### config.mk
export PLATFORM = sky130hd
export DESIGN_NAME = mmr_emit
export DESIGN_NICKNAME = d
export VERILOG_FILES = /design/src/hdl/mmr_pkg.sv /design/src/hdl/mmr_emit.sv
export SDC_FILE = /design/constraint.sdc
export NUM_CORES = 1
export LEC_CHECK = 0
export BUFFER_PORTS_ARGS = -buffer_cell sky130_fd_sc_hd__buf_2
export CAP_MARGIN = 10
export CORE_AREA = 2 2 120 122
export DETAILED_ROUTE_END_ITERATION = 16
export DIE_AREA = 0 0 122 124
export HOLD_SLACK_MARGIN = 0.05
export PLACE_DENSITY_LB_ADDON = 0.2
export REMOVE_ABC_BUFFERS = 1
export SYNTH_ARGS = -nofsm -noshare
export SYNTH_HDL_FRONTEND = slang
export SYNTH_SLANG_ARGS = --single-unit
### constraint.sdc
create_clock -name clk -period 7.3 [get_ports clk]
set_clock_uncertainty 0.1 [all_clocks]
set_input_delay 1.46 -clock clk [delete_from_list [all_inputs] [get_ports clk]]
set_output_delay 1.46 -clock clk [all_outputs]
set_load 0.03 [all_outputs]
### src/hdl/mmr_pkg.sv
// Shared types and constants of the mailbox message router.
package mmr_pkg;

  localparam int RESULT_CAP = 64;
  localparam int CAP_W      = $clog2(RESULT_CAP + 1);

  typedef enum logic [2:0] {
    CMD_REGISTER   = 3'd0,
    CMD_UNREGISTER = 3'd1,
    CMD_POST       = 3'd2,
    CMD_SEND       = 3'd3,
    CMD_DISPATCH   = 3'd4
  } cmd_t;

  typedef enum logic [1:0] {
    KIND_ACK     = 2'd0,
    KIND_DELIVER = 2'd1,
    KIND_EMPTY   = 2'd2
  } kind_t;

  typedef struct packed {
    logic               status;
    kind_t              kind;
    logic        [2:0]  slot;
    logic        [31:0] from_id;
    logic        [31:0] to_id;
    logic        [15:0] code;
    logic signed [31:0] word_a;
    logic signed [31:0] word_b;
    logic               last;
  } result_t;

endpackage

### src/hdl/mmr_emit.sv
// Output register of the router: holds one result item toward the master side.
module mmr_emit (
  input  logic              clk,
  input  logic              rst_n,
  input  logic              push,
  input  mmr_pkg::result_t  res,
  output logic              res_ready,
  output logic              out_tvalid,
  input  logic              out_tready,
  output logic [151:0]      out_tdata,  // status, slot, from_id, to_id, out_code,
                                        // out_word_a, out_word_b, zero pad
  output logic [1:0]        out_tuser,  // kind
  output logic              out_tlast   // last
);

  logic             valid_r;
  mmr_pkg::result_t res_r;

  assign res_ready = !valid_r || out_tready;

  always_ff @(posedge clk) begin
    if (!rst_n) begin
      valid_r <= 1'b0;
    end else if (push) begin
      valid_r <= 1'b1;
      res_r   <= res;
    end else if (out_tready) begin
      valid_r <= 1'b0;
    end
  end

  assign out_tvalid = valid_r;
  assign out_tdata  = {4'd0, res_r.word_b, res_r.word_a, res_r.code, res_r.to_id,
                       res_r.from_id, res_r.slot, res_r.status};
  assign out_tuser  = res_r.kind;
  assign out_tlast  = res_r.last;

endmodule

==> flow_metrics.py <==
metrics = {
    "final_layout": {
        "area_growth_pct": 50.20,
        "ff_latch_area_mm2": 0.004554,
        "num-nets-final": 643,
        "nFillCells": 1209,
        "drive_gt1_share_pct": 68.00,
        "multi_input_area_um2": 48.80,
        "fin_util_pct": 50.62,
    },
    "worst_setup_path": {
        "cp-end-kind": "output port",
        "worstPathArrival_ns": 1.86,
        "critPathMaxFanout": 2,
        "required_ns": 5.74,
        "r2r_start": "out_tvalid",
        "worstSetupStartpointType": "input pin",
        "timing.critical_path.from": "out_tready",
        "worstSetupPathType": "input pin to output port",
    },
    "pwr": {
        "power.internal_mw": 1.593,
        "p_leak_nw": 2.947,
        "combinationalPowerShare_pct": 11.2,
        "p_sw_mw": 0.5006,
        "ir_drop_mv": 0.1420,
        "power_frac_seq_pct": 49.6,
        "clkPwrFrac_pct": 39.2,
        "switching_share_pct": 23.92,
        "powerDensity_mw_per_mm2": 301.5,
    },
    "clock_tree": {
        "ctsHtreeMaxLevel": 4,
        "cts_buffer_depth": 2,
        "clock-sinks": 152,
        "numCtsBuffers": 17,
        "ctsRootBufferMaster": "clkbuf_16",
        "ctsHoldBuffers": 0,
        "ctsResizeCount": 0,
        "cts_tree": "done",
        "clk_pin_slew_worst_paths_ns": 0.06,
        "clkLatencyLatePin_ns": 0.41,
        "postCtsSetupRepairBufs": 0,
    },
    "sta": {
        "finalHoldViolations": 0,
        "setup_viol": 0,
        "maxSlewViolCount": 0,
        "max_freq_ghz": 0.2923,
        "finalSetupTns_ns": 0,
        "rsz0062_at_grt": "no",
        "maxSlewHeadroom_pct": 34.19,
        "fin_crit_ns": 3.422,
        "worstMarginPinSlew_ns": 0.9872,
        "post-route-period-util_pct": 46.87,
    },
    "detailed_routing": {
        "vias": 2779,
        "vias_per_cell": 4.081,
        "drtIter0Drc": 167,
        "post_drt_wl_per_cell_um": 16.25,
        "drc": 0,
        "ant_nets": 0,
        "drtPass1Iterations": 4,
        "wl_um": 11060,
    },
    "global_route": {
        "grt-ovfl-total": 0,
        "grt_max_degree": 82,
        "antenna_found_initial": 2,
        "grt_pass1_vias": 2707,
        "track_usage_pct": 13.76,
        "grt_pass1_wl_um": 14550,
    },
    "floorplanning": {
        "die-area_mm2": 0.01513,
        "ios": 312,
        "initial_core_util_pct": 33.70,
        "die-width_um": 122,
        "core_mm2": 0.01372,
        "rows": 43,
        "die_h_um": 124,
    },
    "synthesis": {
        "ys_seq_area_share_pct": 98.51,
        "yosysWarnings": 0,
        "synth_cells": 161,
        "avgSynthCellArea_um2": 28.72,
        "yosys_register_bits": 152,
        "netlist_area_mm2": 0.004623,
        "synth_cell_types": 8,
    },
    "placement": {
        "place_hpwl_um": 8523,
        "gp_congestion": 0.6850,
        "port_buffers": 307,
    },
    "run": {
        "cap_violations": 0,
    },
    "status": {
        "status": "finished clean",
    },
    "min_path": {
        "hp-start": "out_tvalid",
        "hp-class": "flop to flop",
    },
}
final timing paths:
kind         slack (ns)  depth (start not counted)    endpoint
min reg2reg        0.39                          2  out_tvalid
min                0.39                          2  out_tvalid
max                3.88                          3   res_ready
max reg2reg        6.59                          2  out_tvalid
cells in the mapped netlist:
master	instances	area share, %
inv_1	1	0.081
buf_4	4	0.65
conb_1	1	0.081
a21boi_2	1	0.24
and2_1	1	0.14
edfxtp_1	151	98
nand2b_4	1	0.30
dfxtp_1	1	0.43
cells by family (layout without fill, tap and decap cells):
logic type	after synthesis	in the layout	synth area share, %
AO/OA/AOI/OAI	1	1	0.2436
buffers and inverters	5	341	0.7307
flip-flops	152	152	98.51
other	1	5	0.08111
AND/OR/NAND/NOR	2	2	0.4330
cell usage in the layout (no fill, tap or decap), drive strengths merged:
master    synthesis  layout
a21boi            1       1
and2              1       1
buf               4     309
bufinv            0       2
clkbuf            0      19
clkinv            0       6
clkinvlp          0       2
conb              1       4
dfxtp             1       1
diode             0       1
edfxtp          151     151
inv               1       3
nand2b            1       1
registers in the layout (all words and copies together), names as in the netlist:
name / cells
out_tdata: 148
out_tuser: 2
out_tlast: 1
out_tvalid: 1
power by group through the flow:
stage	combinational [mW]	sequential [mW]	clock, mW
2_1_floorplan	0.0158	1.18	0
3_3_place_gp	0.236	1.06	0
3_5_place_dp	0.237	1.06	0
4_1_cts	0.237	1.04	0.843
5_1_grt	0.248	1.04	0.883
6_report	0.234	1.04	0.820
critical path: stages:
cell and delay, ns:
buf_2 0.10, nand2b_4 0.13, buf_2 0.17
layer usage:
metal / global-route usage [%] / share of wire (%)
met5: 0 / 0.14
met4: 6.968 / 2.5
met2: 23.22 / 52
met3: 7.463 / 12
met1: 13.79 / 34
final cells by class:
type,count,share of cell area (%)
timing repair buffer,309,22.34
multi-input combinational,7,0.7027
antenna,1,0.03604
tap,180,3.243
clock buffer,19,6.234
clock inverter,12,1.802
sequential,152,65.59
inverter,1,0.05405
stage by stage:
step	std cells	worst slack [ns]	cell area, um2	hold slack [ns]	power, mW
2_1_floorplan	160	1.766	4604	0.5995	1.199
3_3_place_gp	649	3.880	6384	0.3809	1.291
3_5_place_dp	649	3.875	6384	0.3889	1.295
4_1_cts	680	3.874	6942	0.3985	2.121
5_1_grt	680	3.863	6942	0.4162	2.175
6_report	681	3.878	6944	0.3938	2.093
No activity file was read; power rests on OpenSTA's default activity.
